$ cat src/design/smtb_pkg.sv
// ----------------------------------------------------------------------------
// smtb_pkg
// Shared types and constants of the sparse morph target blender.
// ----------------------------------------------------------------------------
`default_nettype none

package smtb_pkg;

  localparam int DEF_NUM_TARGETS  = 4;
  localparam int DEF_ENTRIES      = 1024;
  localparam int DEF_MAX_VERTICES = 65536;

  localparam int MAX_TGT  = 4;    // weight registers and issue lanes
  localparam int VW       = 16;   // vertex number
  localparam int PW       = 32;   // Q16.16 coordinate
  localparam int WW       = 16;   // Q2.14 weight
  localparam int IDXW     = 2;    // configuration register index
  localparam int CQ_DEPTH = 4;    // front to back command queue
  localparam int OQ_DEPTH = 8;    // result queue
  localparam int DIFF_W   = PW + 1;
  localparam int PROD_W   = WW + DIFF_W;
  localparam int TERM_W   = PROD_W - 14;
  localparam int SUM_W    = 40;

  typedef enum logic [1:0] {
    FN_LOAD   = 2'd0,
    FN_BLEND  = 2'd1,
    FN_REWIND = 2'd2,
    FN_CLEAR  = 2'd3
  } func_t;

  typedef struct packed {
    func_t         func;
    logic [1:0]    sel;
    logic [VW-1:0] ev;
    logic [PW-1:0] x;
    logic [PW-1:0] y;
    logic [PW-1:0] z;
  } cmd_t;

  typedef struct packed {
    logic [VW-1:0] vtx;
    logic [PW-1:0] x;
    logic [PW-1:0] y;
    logic [PW-1:0] z;
  } entry_t;

  typedef struct packed {
    logic [VW-1:0]                vtx;
    logic [PW-1:0]                bx;
    logic [PW-1:0]                by;
    logic [PW-1:0]                bz;
    logic [MAX_TGT-1:0]           en;
    logic [MAX_TGT-1:0][WW-1:0]   w;
    entry_t [MAX_TGT-1:0]         hd;
  } issue_t;

  typedef struct packed {
    logic [VW-1:0] vtx;
    logic [PW-1:0] x;
    logic [PW-1:0] y;
    logic [PW-1:0] z;
    logic          sat;
  } result_t;

endpackage

`default_nettype wire

$ cat src/design/smtb_front.sv
// ----------------------------------------------------------------------------
// smtb_front
// Accepts input beats, drops loads to absent targets, queues commands.
// ----------------------------------------------------------------------------
`default_nettype none

module smtb_front #(
  parameter int NUM_TARGETS = smtb_pkg::DEF_NUM_TARGETS
) (
  input  wire logic                  clk,
  input  wire logic                  rst_n,
  input  wire logic                  in_push,
  output logic                       in_full,
  input  wire logic [1:0]            in_func,
  input  wire logic [1:0]            in_target_select,
  input  wire logic [15:0]           in_entry_vertex,
  input  wire logic [31:0]           in_pos_x,
  input  wire logic [31:0]           in_pos_y,
  input  wire logic [31:0]           in_pos_z,
  output logic                       cmd_valid,
  output smtb_pkg::cmd_t             cmd,
  input  wire logic                  cmd_pop
);

  import smtb_pkg::*;

  localparam int CQ_AW = $clog2(CQ_DEPTH);
  localparam int CQ_CW = $clog2(CQ_DEPTH + 1);

  cmd_t             q_r [CQ_DEPTH];
  logic [CQ_AW-1:0] wp_r;
  logic [CQ_AW-1:0] rp_r;
  logic [CQ_CW-1:0] cnt_r;
  logic             keep;
  logic             absent;
  cmd_t             in_cmd;

  assign in_full   = (cnt_r == CQ_CW'(CQ_DEPTH));
  assign cmd_valid = (cnt_r != '0);
  assign cmd       = q_r[rp_r];

  always_comb begin
    in_cmd.func = func_t'(in_func);
    in_cmd.sel  = in_target_select;
    in_cmd.ev   = in_entry_vertex;
    in_cmd.x    = in_pos_x;
    in_cmd.y    = in_pos_y;
    in_cmd.z    = in_pos_z;
    // a load for a target that is not built has no effect
    absent = (in_cmd.func == FN_LOAD) && ({1'b0, in_target_select} >= 3'(NUM_TARGETS));
    keep   = in_push && !in_full && !absent;
  end

  always_ff @(posedge clk) begin
    if (keep) begin
      q_r[wp_r] <= in_cmd;
    end
    if (!rst_n) begin
      wp_r  <= '0;
      rp_r  <= '0;
      cnt_r <= '0;
    end else begin
      if (keep) begin
        wp_r <= wp_r + 1'b1;
      end
      if (cmd_pop) begin
        rp_r <= rp_r + 1'b1;
      end
      cnt_r <= cnt_r + CQ_CW'(keep) - CQ_CW'(cmd_pop);
    end
  end

endmodule

`default_nettype wire

$ cat config.mk
export PLATFORM = sky130hd
export DESIGN_NAME = smtb_front
export DESIGN_NICKNAME = d
export VERILOG_FILES = /design/src/design/smtb_pkg.sv /design/src/design/smtb_front.sv
export SDC_FILE = /design/constraint.sdc
export NUM_CORES = 1
export LEC_CHECK = 0
export ABC_AREA = 1
export BUFFER_PORTS_ARGS = -buffer_cell sky130_fd_sc_hd__buf_2
export CORE_ASPECT_RATIO = 1.5
export CORE_MARGIN = 4
export CORE_UTILIZATION = 57
export DETAILED_ROUTE_END_ITERATION = 6
export GPL_ROUTABILITY_DRIVEN = 0
export PLACE_DENSITY = 0.79
export SLEW_MARGIN = 10
export SYNTH_ARGS = -nofsm -noshare
export SYNTH_HDL_FRONTEND = slang
export SYNTH_SLANG_ARGS = --single-unit
$ cat constraint.sdc
create_clock -name clk -period 7.75 [get_ports clk]
set_input_delay 0.3875 -clock clk [delete_from_list [all_inputs] [get_ports clk]]
set_output_delay 0.3875 -clock clk [all_outputs]
set_load 0.05 [all_outputs]
# After elaboration in Yosys (flattened, before gate mapping)
# Memories as Yosys holds them, arrays and structs flattened. A register that Yosys moved wholly into a read port is not among the register bits.
# Cells that the tools add are included.
[word_totals] reg_bits=7 ram_bits=464 inputBits=120 out_inout_bits=118 wordCells=16 mem_count=1
[op_classes] add_sub_neg=4 n_eq_ne=1 mux=4 n_reduce_logical=3
[mem_list] name="q_r" depth=4 width=116 read_ports=1 rd_ports_with_merged_regs=1 wr=1 line_no="smtb_front.sv:30" text="cmd_t q_r [CQ_DEPTH];"
[ops] operator="$add A2 B1 Y2 const B" n=2
[ops] operator="$mux W2" n=2
[ops] operator="$add A3 B1 Y3" n=1
[ops] operator="$eq A3 B3 Y1 const B" n=1
[ops] operator="$reduce_bool A3 Y1" n=1
[ops] operator="$sub A3 B1 Y3" n=1
[ops] operator="$mux W1" n=2
[ops] operator="$logic_and A1 B1 Y1" n=1
[ops] operator="$logic_not A1 Y1" n=1

# Longest topological paths before layout
[logic_depth] word_depth=5 depth_mapped=10 mapped_depth_nobuf=10

# Worst setup path before layout
# Ideal clock, no wire load.
[synth_path] kind="register -> register" start="register cnt_r[1]" end="memory q_r[0][0] (netlist bit) (enable)" setup_ps=592 arrival_time_ps=5515 required_time_ps=7158 path_slack_ps=1642 path_stages_with_launch=5 n_path_buf=0 synth_period_minus_slack_ps=6108 cell_sequence="dfxtp_1 > nor2_1 > nand2_1 > nand2_1 > nor2_1"
[synth_between] elab_chain_cells=5
[synth_lines] element="start: declaration" line_no="smtb_front.sv:33" text="logic [CQ_CW-1:0] cnt_r;"
[synth_lines] element="start signal: assignment" line_no="smtb_front.sv:69" text="cnt_r <= cnt_r + CQ_CW'(keep) - CQ_CW'(cmd_pop);"
[synth_lines] element="$eq A3 B3 Y1" line_no="smtb_front.sv:38" text="assign in_full = (cnt_r == CQ_CW'(CQ_DEPTH));"
[synth_lines] element="$logic_not A1 Y1" line_no="smtb_front.sv:51" text="keep = in_push && !in_full && !absent;"
[synth_lines] element="$logic_and A1 B1 Y1" line_no="smtb_front.sv:51"
[synth_lines] element="$mux W1" line_no="smtb_front.sv:55" text="if (keep) begin"
[synth_lines] element="$mux W1 (not written as such)" line_no="smtb_front.sv:56" text="q_r[wp_r] <= in_cmd;"
[synth_lines] element="end: declaration" line_no="smtb_front.sv:30"
# No other way between the ends.

==> flow_metrics.py <==
metrics = {
    "logic_synthesis": {
        "synth_edf_count": 464,
        "yosysMostFrequentCell": "edfxtp_1",
        "synth-main-ff-cell": "edfxtp_1",
        "yosys_warnings": 0,
        "ys_ff_latch": 473,
        "synth_fa_ha_area_share_pct": 0.538,
        "syn_avg_cell_area_um2": 14.9,
        "synth_cell_type_count": 21,
        "synth-simple-area-share_pct": 5.48,
        "synth_xor_area_share_pct": 0,
        "syn-instance-count": 1183,
        "synth.area.mux_share_pct": 0,
        "synthTopCellsByCount": "edfxtp_1 (464), nor2_1 (243), o21ai_0 (163)",
        "ys_seq_area_share_pct": 79.8,
        "synth-compound-area-share_pct": 10.8,
        "ys_top_cells_by_area": "edfxtp_1 (79%), nor2_1 (5.2%), o21ai_0 (4.6%)",
        "syn_nets": 1310,
        "synth.cell_area_um2": 17700,
        "synth-async-reset-ratio_pct": 0,
        "yosysTopAreaCell": "edfxtp_1",
        "synth_top_family_by_area": "compound AO/OA/AOI/OAI gates",
        "synth_top_area_share_pct": 78.8,
    },
    "routing": {
        "ant_nets": 0,
        "vias_per_cell": 5.69,
        "detail_route.iter0.violations": 782,
        "firstDrtPassIters": 5,
        "vias": 10500,
        "drc_errors": 0,
        "routed_wl_um": 36100,
        "avgRoutedWirePerCell_um": 19.6,
    },
    "sta": {
        "hold_viol_final": 0,
        "slew_violations": 0,
        "period_share_pct": 48.6,
        "finalSetupTns_ns": 0,
        "tightestPinTransition_ns": 1.04,
        "setup_violations": 0,
        "fin_skew_ns": 0.0156,
        "rsz0062_at_grt": "false",
        "slew_headroom_pct": 30.3,
        "fin_ws_ns": 3.98,
        "fin_crit_ns": 3.77,
        "max_freq_mhz": 266,
    },
    "grt": {
        "gr-usage-all-layers_pct": 20.6,
        "grt_max_degree": 162,
        "grt_pass1_wl_um": 53600,
        "grt_pass1_vias": 10400,
        "antenna_found_initial": 14,
        "overflow": 0,
    },
    "die": {
        "start_util_pct": 58.1,
        "rows": 78,
        "die_area_um2": 34000,
        "chipHeight_um": 224,
        "die_x_um": 152,
        "ios": 238,
        "core_area_um2": 30400,
    },
    "pwr": {
        "swShare_pct": 29.1,
        "ir_worst_vdd_v": 0.000282,
        "pwr-share-clk_pct": 30.4,
        "intPower_uw": 4440,
        "power.leakage_uw": 0.00705,
        "power_frac_seq_pct": 51.1,
        "combPwrFrac_pct": 18.5,
        "powerDensity_nw_per_um2": 309,
        "switchingPower_uw": 1820,
    },
    "placed_design": {
        "dp_hpwl_um": 20000,
        "pre_cts_slack_ns": 4.60,
        "port_buffers": 237,
    },
    "setup_path": {
        "reg2reg_from": "cnt_r[1]$_SDFF_PN0_",
        "crit_fanout": 161,
        "worstPathArrival_ns": 3.38,
        "end_kind": "primary output",
        "reg2reg_depth": 6,
        "cp.required_ns": 7.36,
        "crit_type": "flip-flop to primary output",
        "rrSetupSlack_ns": 5.08,
        "r2r_end": "q_r[1][21]$_DFFE_PP_",
        "setup.worst_path.start_class": "flip-flop",
    },
    "clocking": {
        "clk_latency_ns": 0.54,
        "hold_buffers": 0,
        "h-tree-depth": 2,
        "root_buffer": "clkbuf_16",
        "clockBufferDepth": 3,
        "clkSlewWorstSetupHoldPaths_ns": 0.06,
        "numClockSinks": 473,
        "ctsResizeCount": 0,
        "post-cts-setup-buffer-count": 0,
        "cts_tree": "built",
        "cts_made_buffers": 41,
    },
    "flow_run": {
        "maxCapViolCount": 0,
    },
    "worst_hold_path": {
        "holdCritPathClass": "input port to flip-flop",
        "hold_path_end": "q_r[1][42]$_DFFE_PP_",
        "min_path_cells": 1,
        "min_from": "in_pos_y[10]",
    },
    "final_layout": {
        "final_nets": 1529,
        "syn2layout_area_growth_pct": 14.8,
        "drive_gt1_share_pct": 22.2,
    },
    "status": {
        "status": "complete, no violations",
    },
}
placed cells by master, fill, tap and decap left out, drive strengths merged:
cell type	instances
ha	6
o21ai	234
buf	252
or2	2
bufinv	2
inv	19
o22ai	116
a21oi	4
clkbuf	51
nor2	243
fa	1
nand2	8
nand3	3
dfxtp	9
edfxtp	464
clkinv	17
diode	10
layer usage:
layer / track usage, % / up-vias / share of wire, %
li1: - / 4906 / -
met1: 24.8 / 5053 / 37
met2: 34.8 / 409 / 51
met3: 5.04 / 103 / 7.7
met4: 9.81 / 8 / 4.5
met5: 0 / - / 0.15
flip-flops by register name, summed over array words and instances (netlist names), named ones only:
register	count
rp_r	2
q_r	464
wp_r	2
cnt_r	3
metrics by stage:
stage | utilization, % | instances | hold WS [ns] | cell area, um2 | total power [uW]
after global placement | 62.4 | 1759 | 0.420 | 19000 | 4400
after floorplan | - | 1183 | 0.412 | 17700 | 4130
after global routing | 66.6 | 1840 | 0.0439 | 20300 | 6500
after CTS | 66.6 | 1831 | 0.0329 | 20300 | 6310
after detailed placement | 62.4 | 1759 | 0.423 | 19000 | 4420
final | 66.6 | 1841 | 0.0586 | 20300 | 6270
cell type report:
type | count | area (um2)
timing repair buffer | 252 | 1300
clock buffer | 51 | 1110
antenna | 10 | 25.0
sequential | 473 | 14100
clock inverter | 21 | 155
multi-input combinational | 617 | 3010
tap | 400 | 500
fill | 2055 | 10200
inverter | 17 | 73.8
worst max path at each step:
stage                        start             endpoint  slack, ns  depth (start not counted)
6_report                 flip-flop             cmd[112]       3.98                          5
5_1_grt                  flip-flop             cmd[111]       3.78                          5
4_1_cts                  flip-flop             cmd[112]       4.02                          5
3_5_place_dp             flip-flop             cmd[111]       4.60                          5
3_3_place_gp             flip-flop              cmd[72]       4.68                          5
2_1_floorplan  cnt_r[1]$_SDFF_PN0_  q_r[0][0]$_DFFE_PP_       1.64                          4
power by group through the flow:
stage	logic [uW]	registers [uW]	clock network, uW
2_1_floorplan	848	3280	0
6_report	1160	3200	1910
5_1_grt	1240	3220	2040
4_1_cts	1170	3200	1940
3_5_place_dp	1170	3250	0
3_3_place_gp	1150	3250	0
cells by family after synthesis:
family	Yosys count
DFF	473
AOI/OAI and AO/OA	354
and+or+nand+nor	256
buffers and inverters	93
adders and majority gates	7
critical path: stages (launching register included):
cell	delay [ns]
dfxtp_4	0.56
inv_8	0.67
buf_4	0.75
o21ai_0	0.17
o22ai_1	0.17
buf_2	0.31
No activity file was read; power rests on OpenSTA's default activity.
