[src/design/smtb_pkg.sv]
// ----------------------------------------------------------------------------
// smtb_pkg
// Shared types and constants of the sparse morph target blender.
// ----------------------------------------------------------------------------
`default_nettype none

package smtb_pkg;

  localparam int DEF_NUM_TARGETS  = 4;
  localparam int DEF_ENTRIES      = 1024;
  localparam int DEF_MAX_VERTICES = 65536;

  localparam int MAX_TGT  = 4;    // weight registers and issue lanes
  localparam int VW       = 16;   // vertex number
  localparam int PW       = 32;   // Q16.16 coordinate
  localparam int WW       = 16;   // Q2.14 weight
  localparam int IDXW     = 2;    // configuration register index
  localparam int CQ_DEPTH = 4;    // front to back command queue
  localparam int OQ_DEPTH = 8;    // result queue
  localparam int DIFF_W   = PW + 1;
  localparam int PROD_W   = WW + DIFF_W;
  localparam int TERM_W   = PROD_W - 14;
  localparam int SUM_W    = 40;

  typedef enum logic [1:0] {
    FN_LOAD   = 2'd0,
    FN_BLEND  = 2'd1,
    FN_REWIND = 2'd2,
    FN_CLEAR  = 2'd3
  } func_t;

  typedef struct packed {
    func_t         func;
    logic [1:0]    sel;
    logic [VW-1:0] ev;
    logic [PW-1:0] x;
    logic [PW-1:0] y;
    logic [PW-1:0] z;
  } cmd_t;

  typedef struct packed {
    logic [VW-1:0] vtx;
    logic [PW-1:0] x;
    logic [PW-1:0] y;
    logic [PW-1:0] z;
  } entry_t;

  typedef struct packed {
    logic [VW-1:0]                vtx;
    logic [PW-1:0]                bx;
    logic [PW-1:0]                by;
    logic [PW-1:0]                bz;
    logic [MAX_TGT-1:0]           en;
    logic [MAX_TGT-1:0][WW-1:0]   w;
    entry_t [MAX_TGT-1:0]         hd;
  } issue_t;

  typedef struct packed {
    logic [VW-1:0] vtx;
    logic [PW-1:0] x;
    logic [PW-1:0] y;
    logic [PW-1:0] z;
    logic          sat;
  } result_t;

endpackage

`default_nettype wire

[src/design/smtb_outq.sv]
// ----------------------------------------------------------------------------
// smtb_outq
// Result queue; space is guaranteed by the credit count in the back part.
// ----------------------------------------------------------------------------
`default_nettype none

module smtb_outq (
  input  wire logic          clk,
  input  wire logic          rst_n,
  input  wire logic          push,
  input  smtb_pkg::result_t  din,
  input  wire logic          pop,
  output logic               empty,
  output smtb_pkg::result_t  dout
);

  import smtb_pkg::*;

  localparam int AW = $clog2(OQ_DEPTH);
  localparam int CW = $clog2(OQ_DEPTH + 1);

  result_t       mem_r [OQ_DEPTH];
  logic [AW-1:0] wp_r;
  logic [AW-1:0] rp_r;
  logic [CW-1:0] cnt_r;
  logic          take;

  assign empty = (cnt_r == '0);
  assign dout  = mem_r[rp_r];
  assign take  = pop && !empty;

  always_ff @(posedge clk) begin
    if (push) begin
      mem_r[wp_r] <= din;
    end
    if (!rst_n) begin
      wp_r  <= '0;
      rp_r  <= '0;
      cnt_r <= '0;
    end else begin
      if (push) begin
        wp_r <= wp_r + 1'b1;
      end
      if (take) begin
        rp_r <= rp_r + 1'b1;
      end
      cnt_r <= cnt_r + CW'(push) - CW'(take);
    end
  end

`ifndef SYNTHESIS
  a_no_overflow: assert property (@(posedge clk) disable iff (!rst_n)
    (cnt_r == CW'(OQ_DEPTH)) |-> !push || take)
    else $error("result queue overflow");
  a_count: assert property (@(posedge clk) disable iff (!rst_n)
    (push && !take) |=> (cnt_r == $past(cnt_r) + 1'b1))
    else $error("result count slip");
  a_empty: assert property (@(posedge clk) disable iff (!rst_n)
    empty |-> (wp_r == rp_r))
    else $error("pointers disagree on empty");
`endif

endmodule

`default_nettype wire

[config.mk]
export PLATFORM = sky130hd
export DESIGN_NAME = smtb_outq
export DESIGN_NICKNAME = d
export VERILOG_FILES = /design/src/design/smtb_pkg.sv /design/src/design/smtb_outq.sv
export SDC_FILE = /design/constraint.sdc
export NUM_CORES = 1
export LEC_CHECK = 0
export BUFFER_PORTS_ARGS = -buffer_cell sky130_fd_sc_hd__buf_4
export CAP_MARGIN = 5
export CORE_MARGIN = 2
export CORE_UTILIZATION = 25
export DETAILED_ROUTE_END_ITERATION = 16
export MAX_ROUTING_LAYER = met4
export PLACE_DENSITY = 0.52
export SYNTH_ARGS = -nofsm -noshare
export SYNTH_HDL_FRONTEND = slang
export SYNTH_SLANG_ARGS = --single-unit
[constraint.sdc]
create_clock -name clk -period 31.1 [get_ports clk]
set_input_delay 7.775 -clock clk [delete_from_list [all_inputs] [get_ports clk]]
set_output_delay 7.775 -clock clk [all_outputs]
set_load 0.05 [all_outputs]
Yosys cells after proc, flatten, opt, wreduce, memory -nomap -nowiden
Memories as Yosys holds them, arrays and structs flattened. A register that Yosys moved wholly into a read port is not among the register bits. Cells that the tools add are included.

Multiply operators: 0. Bitwise operators: 0. Eq/ne operators: 0. Order comparisons: 0. Divide/modulo/power cells: 0. $add $sub $neg: 4. Shift operators: 0. Multiplexer cells: 4. Reductions and logical operators: 3.

Operators by type and width (number): 3-bit by 1-bit adder with 3-bit output (second input constant) (2); 3-bit two-way mux (2); 4-bit by 1-bit adder with 4-bit output (1); 4-bit zero test (1); 4-bit by 1-bit subtractor with 4-bit output (1); 1-bit two-way mux (2); 1-bit logical AND (1); 1-bit zero test (1).

Flip-flop bits (word level): 10. Bits in writable memories: 904. Latch bits: 0. Word-level logic and storage cells: 15. Bits of input ports: 117. Memories: 1. Memory bits (read-only): 0.

Memory list: mem_r (depth 8, bits a word 113, rd ports 1, clocked after Yosys merged registers in 1, wr ports 1, RTL line smtb_outq.sv:22) `result_t mem_r [OQ_DEPTH];`.

Logic depth before layout (Yosys ltp)
Gate-level depths: netlist of the first run.

Depth in word-level cells: 5. Mapped depth: 10.

Worst setup path before layout of the first run
Ideal clock, no wire load.

Path kind: input port to flip-flop. Start: in push. End: mem mem_r[0][0] (netlist bit) (enable). Stages on the path: 2. Path buffers: 0. Setup time: 724 ps. Setup slack: 14873 ps. Data arrival time: 15503 ps. Cells stage by stage: nand2b_1 > nor3_1.

Longest elaborated chain between the ends: 2.

RTL lines: start: declaration (RTL line smtb_outq.sv:10) `input wire logic push,`; 1-bit two-way mux (RTL line smtb_outq.sv:33) `if (push) begin`; 1-bit two-way mux (implied by the code) (RTL line smtb_outq.sv:34) `mem_r[wp_r] <= din;`; end: declaration (RTL line smtb_outq.sv:22).

No other way between the ends.

==> impl_metrics.csv, run 1 <==
group,metric,value,unit
placed_design,pre_cts_ws,19.32,ns
grt,use_met3,0.0300,
clock_network,htreeDepth,3,
logic_synthesis,synth_flop_cell,"edfxtp_1",
run_status,status,"completed",
clock_network,cts_tree,"built",
route,drt-initial-drc-count,994,
floorplan,num_io_pins,231,
floorplan,start_util,0.251,
sta,worst_slack,18.76,ns
route,routedWlPerCell,21.2,um
sta,hold_viol,0,
logic_synthesis,ys_ff_latch,917,
grt,gr-max-usage-layer,"met2",
floorplan,die-height,378,um
sta,fin_tns_setup,0,ns
clock_network,post_cts_buffers,0,
layout,fill_cells,13430,
floorplan,die_area,143000,sq um
sta,finClkSkew,0.0278,ns
logic_synthesis,synth.avg_cell_area,25.4,sq um
logic_synthesis,synth_cell_types,30,
pwr,power_density,76.8,nW/um^2
pwr,power,3.25,mW
placed_design,dp_hpwl,41000,um
placed_design,io_buffers,230,
grt,met1_usage,0.132,
route,vias,15104,
grt,grt_pass1_wl,111000,um
layout,final_util,0.304,
logic_synthesis,async_flop_share,0,
grt,grt_pass1_vias,16398,
pwr,p_leak,13.3,nW
floorplan,placementRows,137,
worst_setup_path,required,23.33,ns
sta,finalSetupViolCount,0,
logic_synthesis,yosys_warnings,0,
clock_network,clockBufferDepth,3,
placed_design,place_inst,3451,
route,postRouteWirelength,77200,um
layout,area_growth,21.0,%
clock_network,holdBufCountCts,0,
logic_synthesis,syn_area,34900,sq um
grt,antenna_found_initial,13,
logic_synthesis,ys_seq_area_frac,0.784,
layout,fin_area,42300,sq um
worst_setup_path,crit_type,"reg -> out",
worst_setup_path,cp-end-kind,"output pin",
grt,grt_util_all_layers,0.110,
logic_synthesis,synth_nets,1501,
layout,finalNonFillerCells,3647,
floorplan,die_w,378,um
pwr,vdd_drop_max,0.0485,mV
route,drc_errors,0,
route,via_per_inst,4.14,
logic_synthesis,synth_edf_count,904,
grt,overflow,0,
logic_synthesis,synth_cells,1377,
sta,worst_pin_slew,1.05,ns
sta,finalCriticalPeriod,12.34,ns
worst_setup_path,crit_path_max_fanout,48,
route,final_antenna_net_count,0,
layout,drive_gt1_frac,0.436,
sta,fmax,81.0,MHz
sta,worst_hold_slack,0.517,ns
grt,grt_max_degree,97,
clock_network,cts_sinks,917,
sta,finalMaxSlewViolations,0,
floorplan,coreArea,139000,sq um
sta,rsz0062_at_grt,"no",
grt,gr-usage-met2,0.182,
placed_design,placed_cell_area,38800,sq um
worst_setup_path,critPathArrivalTime,4.57,ns
sta,relSlewSlack,0.297,
sta,fin_crit_sh,0.397,
min_path,hold_class,"reg -> reg",
clock_network,cts_root_buf,"clkbuf_16",
clock_network,post_cts_resize_count,0,
clock_network,clk_pin_slew,0.06,ns
flow_run,cap_violations,0,
route,firstDrtPassIters,4,
layout,nets,1800,
clock_network,cts_buffers,99,
worst_setup_path,cp-start-kind,"flop",
min_path,hold-path-cell-count,2,
worst_setup_path,reg2reg_depth,4,
clock_network,clock_latency,0.72,ns
placed_design,gp_congestion,0.664,
-- synth_stat cells, drive strengths merged, types with 3 or more instances --
library cell / count / area, sq um
mux2i: 7 / 70.1
clkbuf: 13 / 48.8
nand2b: 6 / 37.5
mux4: 226 / 5090
buf: 52 / 458
inv: 3 / 11.3
nor2: 6 / 22.5
nand2: 8 / 30.0
ha: 6 / 75.1
dfxtp: 13 / 260
and2: 5 / 31.3
mux2: 113 / 1550
edfxtp: 904 / 27100
-- layout make-up --
class	instances	area, sq um	share of cell area
clock buffer	116	2560	0.0606
sequential	917	27400	0.649
tap	1876	2350	0.0555
timing repair buffer	263	1990	0.0470
multi-input combinational	392	7070	0.167
clock inverter	68	837	0.0198
antenna	12	30.0	0.000710
inverter	3	11.3	0.000266
-- worst paths after layout --
path,from,endpoint,slack (ns)
max,flop,dout[56],18.76
min,rp_r[0],flop,0.52
max reg2reg,wp_r[0],mem_r[1][62],28.26
min reg2reg,rp_r[0],flop,0.52
-- registers in the layout (all words and copies together), names as in the netlist, named ones only --
name and count:
cnt_r 4, mem_r 904, rp_r 3, wp_r 3
-- layout by cell type, fill, tap and decap left out, drive strengths merged, types with 7 or more instances in the layout --
| master | n |
|---|---|
| diode | 12 |
| mux2 | 113 |
| mux4 | 226 |
| mux2i | 7 |
| buf | 263 |
| bufinv | 14 |
| dfxtp | 13 |
| clkbuf | 116 |
| edfxtp | 904 |
| nand2 | 8 |
| inv | 7 |
| clkinv | 44 |
-- layer usage --
metal  routed length [um]  up-vias
met5                    0        -
met4                 1620        0
met3                 4650      119
met2                38700      307
met1                32200     8151
li1                     -     6527
-- worst max-delay path, cell delays in order, from the launching register on --
cell,delay (ns)
dfxtp_4,1.00
buf_4,0.80
buf_4,0.81
mux4_2,0.60
mux2_4,0.28
buf_4,0.19
-- cells by family after synthesis --
logic type	share of synthesized area
flops	0.784
simple gates	0.00451
compound gates	0.000931
xor+xnor	0.000752
buf+inv	0.0148
fa+ha+maj	0.00272
mux	0.192
-- power by group --
group	switching [mW]	leakage [nW]	total (mW)	internal, mW
Combinational	0.377	3.30	0.628	0.251
Sequential	0.0175	8.32	1.41	1.39
Clock	0.496	1.65	1.21	0.713
Note: power is estimated with default switching activity, not from simulation.
==> run 2, diff against run 1 <==
--- a/config.mk
+++ b/config.mk
@@ -11,7 +11,7 @@
 export CORE_UTILIZATION = 25
 export DETAILED_ROUTE_END_ITERATION = 16
 export MAX_ROUTING_LAYER = met4
-export PLACE_DENSITY = 0.52
+export PLACE_DENSITY = 0.53
 export SYNTH_ARGS = -nofsm -noshare
 export SYNTH_HDL_FRONTEND = slang
 export SYNTH_SLANG_ARGS = --single-unit
==> constraint.sdc (replaced) <==
create_clock -name clk -period 11.2 [get_ports clk]
set_input_delay 2.8 -clock clk [delete_from_list [all_inputs] [get_ports clk]]
set_output_delay 2.8 -clock clk [all_outputs]
set_load 0.05 [all_outputs]
==> run 2 against run 1 <==
Effect of this change: cell count is 0.47% lower; clock skew is 0.014 ns lower; clock power grew to 2.6 times the previous value; hold slack worse by 0.029 ns; sequential power grew to 2.8 times the previous value; combinational power grew to 2.7 times the previous value; critical path type unchanged; largest cell class unchanged.
==> impl_metrics.csv, run 2 (synthesis gave the netlist of run 1 again) <==
group,metric,value,unit
run_status,status,"completed",
sta,finalSetupViolCount,0,
placed_design,io_buffers,230,
placed_design,place_inst,3449,
layout,largest_reg_flops,904,
route,via_per_inst,4.14,
sta,worst_hold_slack,0.488,ns
clock_network,cts_root_buf,"clkbuf_16",
grt,grt_max_degree,114,
floorplan,die_w,378,um
worst_setup_path,path_cells,"buf_4, mux4_2, mux2_4, buf_4",
clock_network,htreeDepth,3,
floorplan,num_io_pins,231,
floorplan,placementRows,137,
route,drt-initial-drc-count,921,
sta,worst_pin_slew,1.07,ns
pwr,switchingPower,2.40,mW
pwr,p_comb_frac,0.196,
sta,finClkSkew,0.0134,ns
layout,final_util,0.302,
worst_setup_path,path_common_cell,"buf_4",
clock_network,post_cts_resize_count,0,
min_path,hold_class,"reg -> reg",
layout,finalNonFillerCells,3630,
floorplan,die-height,378,um
route,drc_errors,0,
sta,relSlewSlack,0.284,
pwr,clock_power_share,0.356,
worst_setup_path,crit_path_max_fanout,43,
flow_run,cap_violations,0,
layout,nets,1799,
placed_design,placed_cell_area,38900,sq um
pwr,power_density,209,nW/um^2
grt,grt_util_all_layers,0.111,
route,postRouteWirelength,76600,um
floorplan,start_util,0.251,
worst_setup_path,cp-end-kind,"output pin",
clock_network,cts_tree,"built",
pwr,internal_power,6.39,mW
sta,rsz0062_at_grt,"no",
route,routedWlPerCell,21.1,um
floorplan,die_area,143000,sq um
sta,worst_slack,4.73,ns
placed_design,pre_cts_ws,5.26,ns
grt,overflow,0,
layout,regMostFlops,"mem_r",
route,firstDrtPassIters,5,
pwr,seq_power_share,0.448,
sta,fin_tns_setup,0,ns
sta,fin_crit_sh,0.578,
grt,grt_pass1_vias,16574,
grt,grt_pass1_wl,111000,um
placed_design,dp_hpwl,41500,um
clock_network,clockBufferDepth,3,
grt,antenna_found_initial,9,
floorplan,coreArea,139000,sq um
worst_setup_path,cp-start-kind,"flop",
worst_setup_path,crit_type,"reg -> out",
layout,final_cell_mix,"edfxtp_1, buf_4, mux4_2, clkbuf_16, mux2_4",
route,final_antenna_net_count,0,
worst_setup_path,required,8.40,ns
layout,area_growth,20.2,%
sta,hold_viol,0,
pwr,vdd_drop_max,0.148,mV
pwr,p_sw_frac,0.273,
layout,reg.largest.list,"mem_r (904), cnt_r (4)",
clock_network,clk_pin_slew,0.06,ns
sta,fmax,155,MHz
clock_network,clock_latency,0.70,ns
pwr,power,8.79,mW
sta,finalCriticalPeriod,6.47,ns
layout,fin_area,42000,sq um
worst_setup_path,max_stage_delay,1.01,ns
layout,drive_gt1_frac,0.427,
layout,fill_cells,13462,
clock_network,post_cts_buffers,0,
pwr,p_leak,13.1,nW
clock_network,cts_sinks,917,
placed_design,gp_congestion,0.670,
clock_network,holdBufCountCts,0,
worst_setup_path,critPathArrivalTime,3.67,ns
worst_setup_path,cp_slowest_cell,"dfxtp_4",
clock_network,cts_buffers,100,
layout,layout_commonest_cell,"edfxtp_1",
route,vias,15029,
sta,finalMaxSlewViolations,0,
[run 2: final timing paths]
check / from / endpoint / slack, ns / cells past startpoint
setup reg to reg: wp_r[1] / mem_r[6][48] / 8.08 / 4
hold / removal: rp_r[1] / flop / 0.49 / 2
hold reg to reg: rp_r[1] / flop / 0.49 / 2
setup / recovery: flop / dout[59] / 4.73 / 4
[run 2: power groups by stage]
stage	sequential (mW)	combinational [mW]	clock, mW
2_1_floorplan	3.97	1.33	0
3_3_place_gp	4.02	1.75	0
3_5_place_dp	4.02	1.76	0
4_1_cts	3.95	1.76	3.23
5_1_grt	3.96	1.81	3.36
6_report	3.94	1.72	3.13
[run 2: final cells by class]
class	count	area, sq um	share of cell area
Antenna cell	6	15.0	0.000358
Clock buffer	120	2660	0.0634
Clock inverter	55	455	0.0108
Inverter	3	11.3	0.000268
Multi-Input combinational cell	392	7090	0.169
Sequential cell	917	27400	0.653
Tap cell	1876	2350	0.0559
Timing Repair Buffer	261	2000	0.0476
[run 2: worst max-delay path, delay by kind of cell, from the launching register on]
kind / cells / cell delay (ns)
flip-flops: 1 / 1.01
buffers and inverters: 2 / 1.00
multiplexers: 2 / 0.87
[run 2: layer usage]
metal	share of wire	global-route usage
met5	0	-
met4	0.023	0.0397
met3	0.051	0.0259
met2	0.49	0.176
met1	0.44	0.140
==> run 3, diff against run 2 <==
--- a/config.mk
+++ b/config.mk
@@ -11,7 +11,7 @@
 export CORE_UTILIZATION = 25
 export DETAILED_ROUTE_END_ITERATION = 16
 export MAX_ROUTING_LAYER = met4
-export PLACE_DENSITY = 0.53
+export PLACE_DENSITY = 0.52
 export SYNTH_ARGS = -nofsm -noshare
 export SYNTH_HDL_FRONTEND = slang
 export SYNTH_SLANG_ARGS = --single-unit
==> constraint.sdc (replaced) <==
create_clock -name clk -period 6.4 [get_ports clk]
set_input_delay 1.6 -clock clk [delete_from_list [all_inputs] [get_ports clk]]
set_output_delay 1.6 -clock clk [all_outputs]
set_load 0.05 [all_outputs]
==> run 3 against run 2 <==
Effect of this change: global-route usage about the same; combinational power up 76%; clock power up 76%; critical path depth unchanged.
==> impl_metrics.csv, run 3 (synthesis gave the netlist of run 1 again) <==
group,metric,value,unit
run_status,status,"completed",
layout,regMostFlops,"mem_r",
floorplan,num_io_pins,231,
worst_setup_path,required,4.80,ns
sta,fin_crit_sh,0.772,
sta,rsz0062_at_grt,"no",
route,postRouteWirelength,77100,um
placed_design,io_buffers,230,
floorplan,die_area,143000,sq um
sta,finalMaxSlewViolations,0,
sta,finClkSkew,0.0283,ns
clock_network,post_cts_buffers,0,
worst_setup_path,crit_type,"reg -> out",
layout,fill_cells,13396,
route,final_antenna_net_count,0,
floorplan,die_w,378,um
clock_network,cts_root_buf,"clkbuf_16",
layout,layout_commonest_cell,"edfxtp_1",
clock_network,post_cts_resize_count,0,
floorplan,placementRows,137,
layout,drive_gt1_frac,0.430,
min_path,hold_class,"reg -> reg",
layout,final_cell_mix,"edfxtp_1, buf_4, mux4_2, clkbuf_16, mux2_4",
layout,nets,1810,
layout,largest_reg_flops,904,
layout,reg.largest.list,"mem_r (904), cnt_r (4)",
route,firstDrtPassIters,4,
clock_network,clockBufferDepth,3,
route,drt-initial-drc-count,884,
worst_setup_path,cp-start-kind,"flop",
route,via_per_inst,4.16,
clock_network,clock_latency,0.71,ns
sta,hold_viol,0,
grt,grt_max_degree,67,
clock_network,clk_pin_slew,0.06,ns
sta,fin_tns_setup,0,ns
grt,gr-max-usage-layer,"met2",
grt,use_met3,0.0280,
worst_setup_path,crit_path_max_fanout,42,
grt,grt_util_all_layers,0.111,
grt,overflow,0,
route,drc_errors,0,
clock_network,htreeDepth,3,
clock_network,holdBufCountCts,0,
layout,area_growth,20.9,%
placed_design,place_inst,3460,
placed_design,gp_congestion,0.670,
placed_design,dp_hpwl,41700,um
grt,antenna_found_initial,5,
floorplan,coreArea,139000,sq um
sta,relSlewSlack,0.279,
sta,worst_pin_slew,1.08,ns
sta,finalSetupViolCount,0,
placed_design,placed_cell_area,39100,sq um
pwr,p_leak,13.2,nW
worst_setup_path,reg2reg_to,"cnt_r[2]",
worst_setup_path,cp-end-kind,"output pin",
sta,fmax,202,MHz
sta,finalCriticalPeriod,4.94,ns
worst_setup_path,reg2reg_depth,9,
flow_run,cap_violations,0,
pwr,power,15.4,mW
worst_setup_path,endpoint,"dout[64]",
worst_setup_path,critPathArrivalTime,3.34,ns
route,vias,15157,
floorplan,die-height,378,um
clock_network,cts_buffers,100,
clock_network,cts_sinks,917,
clock_network,cts_tree,"built",
layout,finalNonFillerCells,3645,
grt,met1_usage,0.131,
worst_setup_path,rrSetupSlack,3.92,ns
grt,grt_pass1_wl,112000,um
grt,grt_pass1_vias,16652,
floorplan,start_util,0.251,
layout,fin_area,42200,sq um
grt,gr-usage-met2,0.185,
pwr,vdd_drop_max,0.236,mV
pwr,power_density,365,nW/um^2
route,routedWlPerCell,21.2,um
worst_setup_path,r2r-start,"cnt_r[2]",
[run 3: cell types whose count changed in the layout (fill, tap and decap cells not counted)]
cell	previous run	this run
inv_8	1	0
clkinv_4	2	3
buf_12	3	13
inv_16	1	0
buf_4	258	259
inv_6	5	3
clkbuf_16	104	101
clkinv_8	1	2
clkbuf_1	16	20
clkinv_16	0	4
diode_2	6	4
clkinv_2	13	16
[run 3: power breakdown]
group          leakage (nW)  internal (mW)  switching, mW
logic                  3.38           1.24           1.78
registers              8.32           6.77          0.136
clock network          1.54           3.15           2.35
total                  13.2           11.2           4.27
[run 3: worst min-delay path by stage]
stage	cells past startpoint	end	start
floorplan	2	flop	rp_r[1]
global placement	2	flop	rp_r[1]
detailed placement	2	flop	rp_r[1]
CTS	2	flop	rp_r[1]
global route	2	flop	rp_r[1]
finish	2	flop	rp_r[1]
[run 3: worst max-delay path, cell delays in order, from the launching register on]
cell     delay (ns)
dfxtp_4        1.06
buf_4          0.50
mux4_2         0.56
mux2_4         0.28
buf_4          0.19
[run 3: final cells by class]
type                            instances  area (sq um)  share of cell area
Sequential cell                       917         27400               0.649
Multi-Input combinational cell        392          7090               0.168
Clock buffer                          121          2600              0.0616
Tap cell                             1876          2350              0.0556
Timing Repair Buffer                  272          2200              0.0522
Clock inverter                         60           567              0.0134
Inverter                                3          11.3            0.000267
Antenna cell                            4          10.0            0.000237
[run 3: stage by stage]
stage	hold slack [ns]	util	setup WS [ns]
finish	0.496	0.304	1.46
global route	0.514	0.304	1.16
CTS	0.493	0.303	1.23
detailed placement	0.486	0.281	2.04
global placement	0.468	0.281	2.08
floorplan	0.464	-	-0.613
[run 3: routing by layer]
metal / wire length [um] / part of all wire / vias up
li1: - / - / 6541
met5: 0 / 0 / -
met3: 4290 / 0.056 / 112
met1: 32000 / 0.42 / 8177
met2: 39100 / 0.51 / 327
met4: 1700 / 0.022 / 0
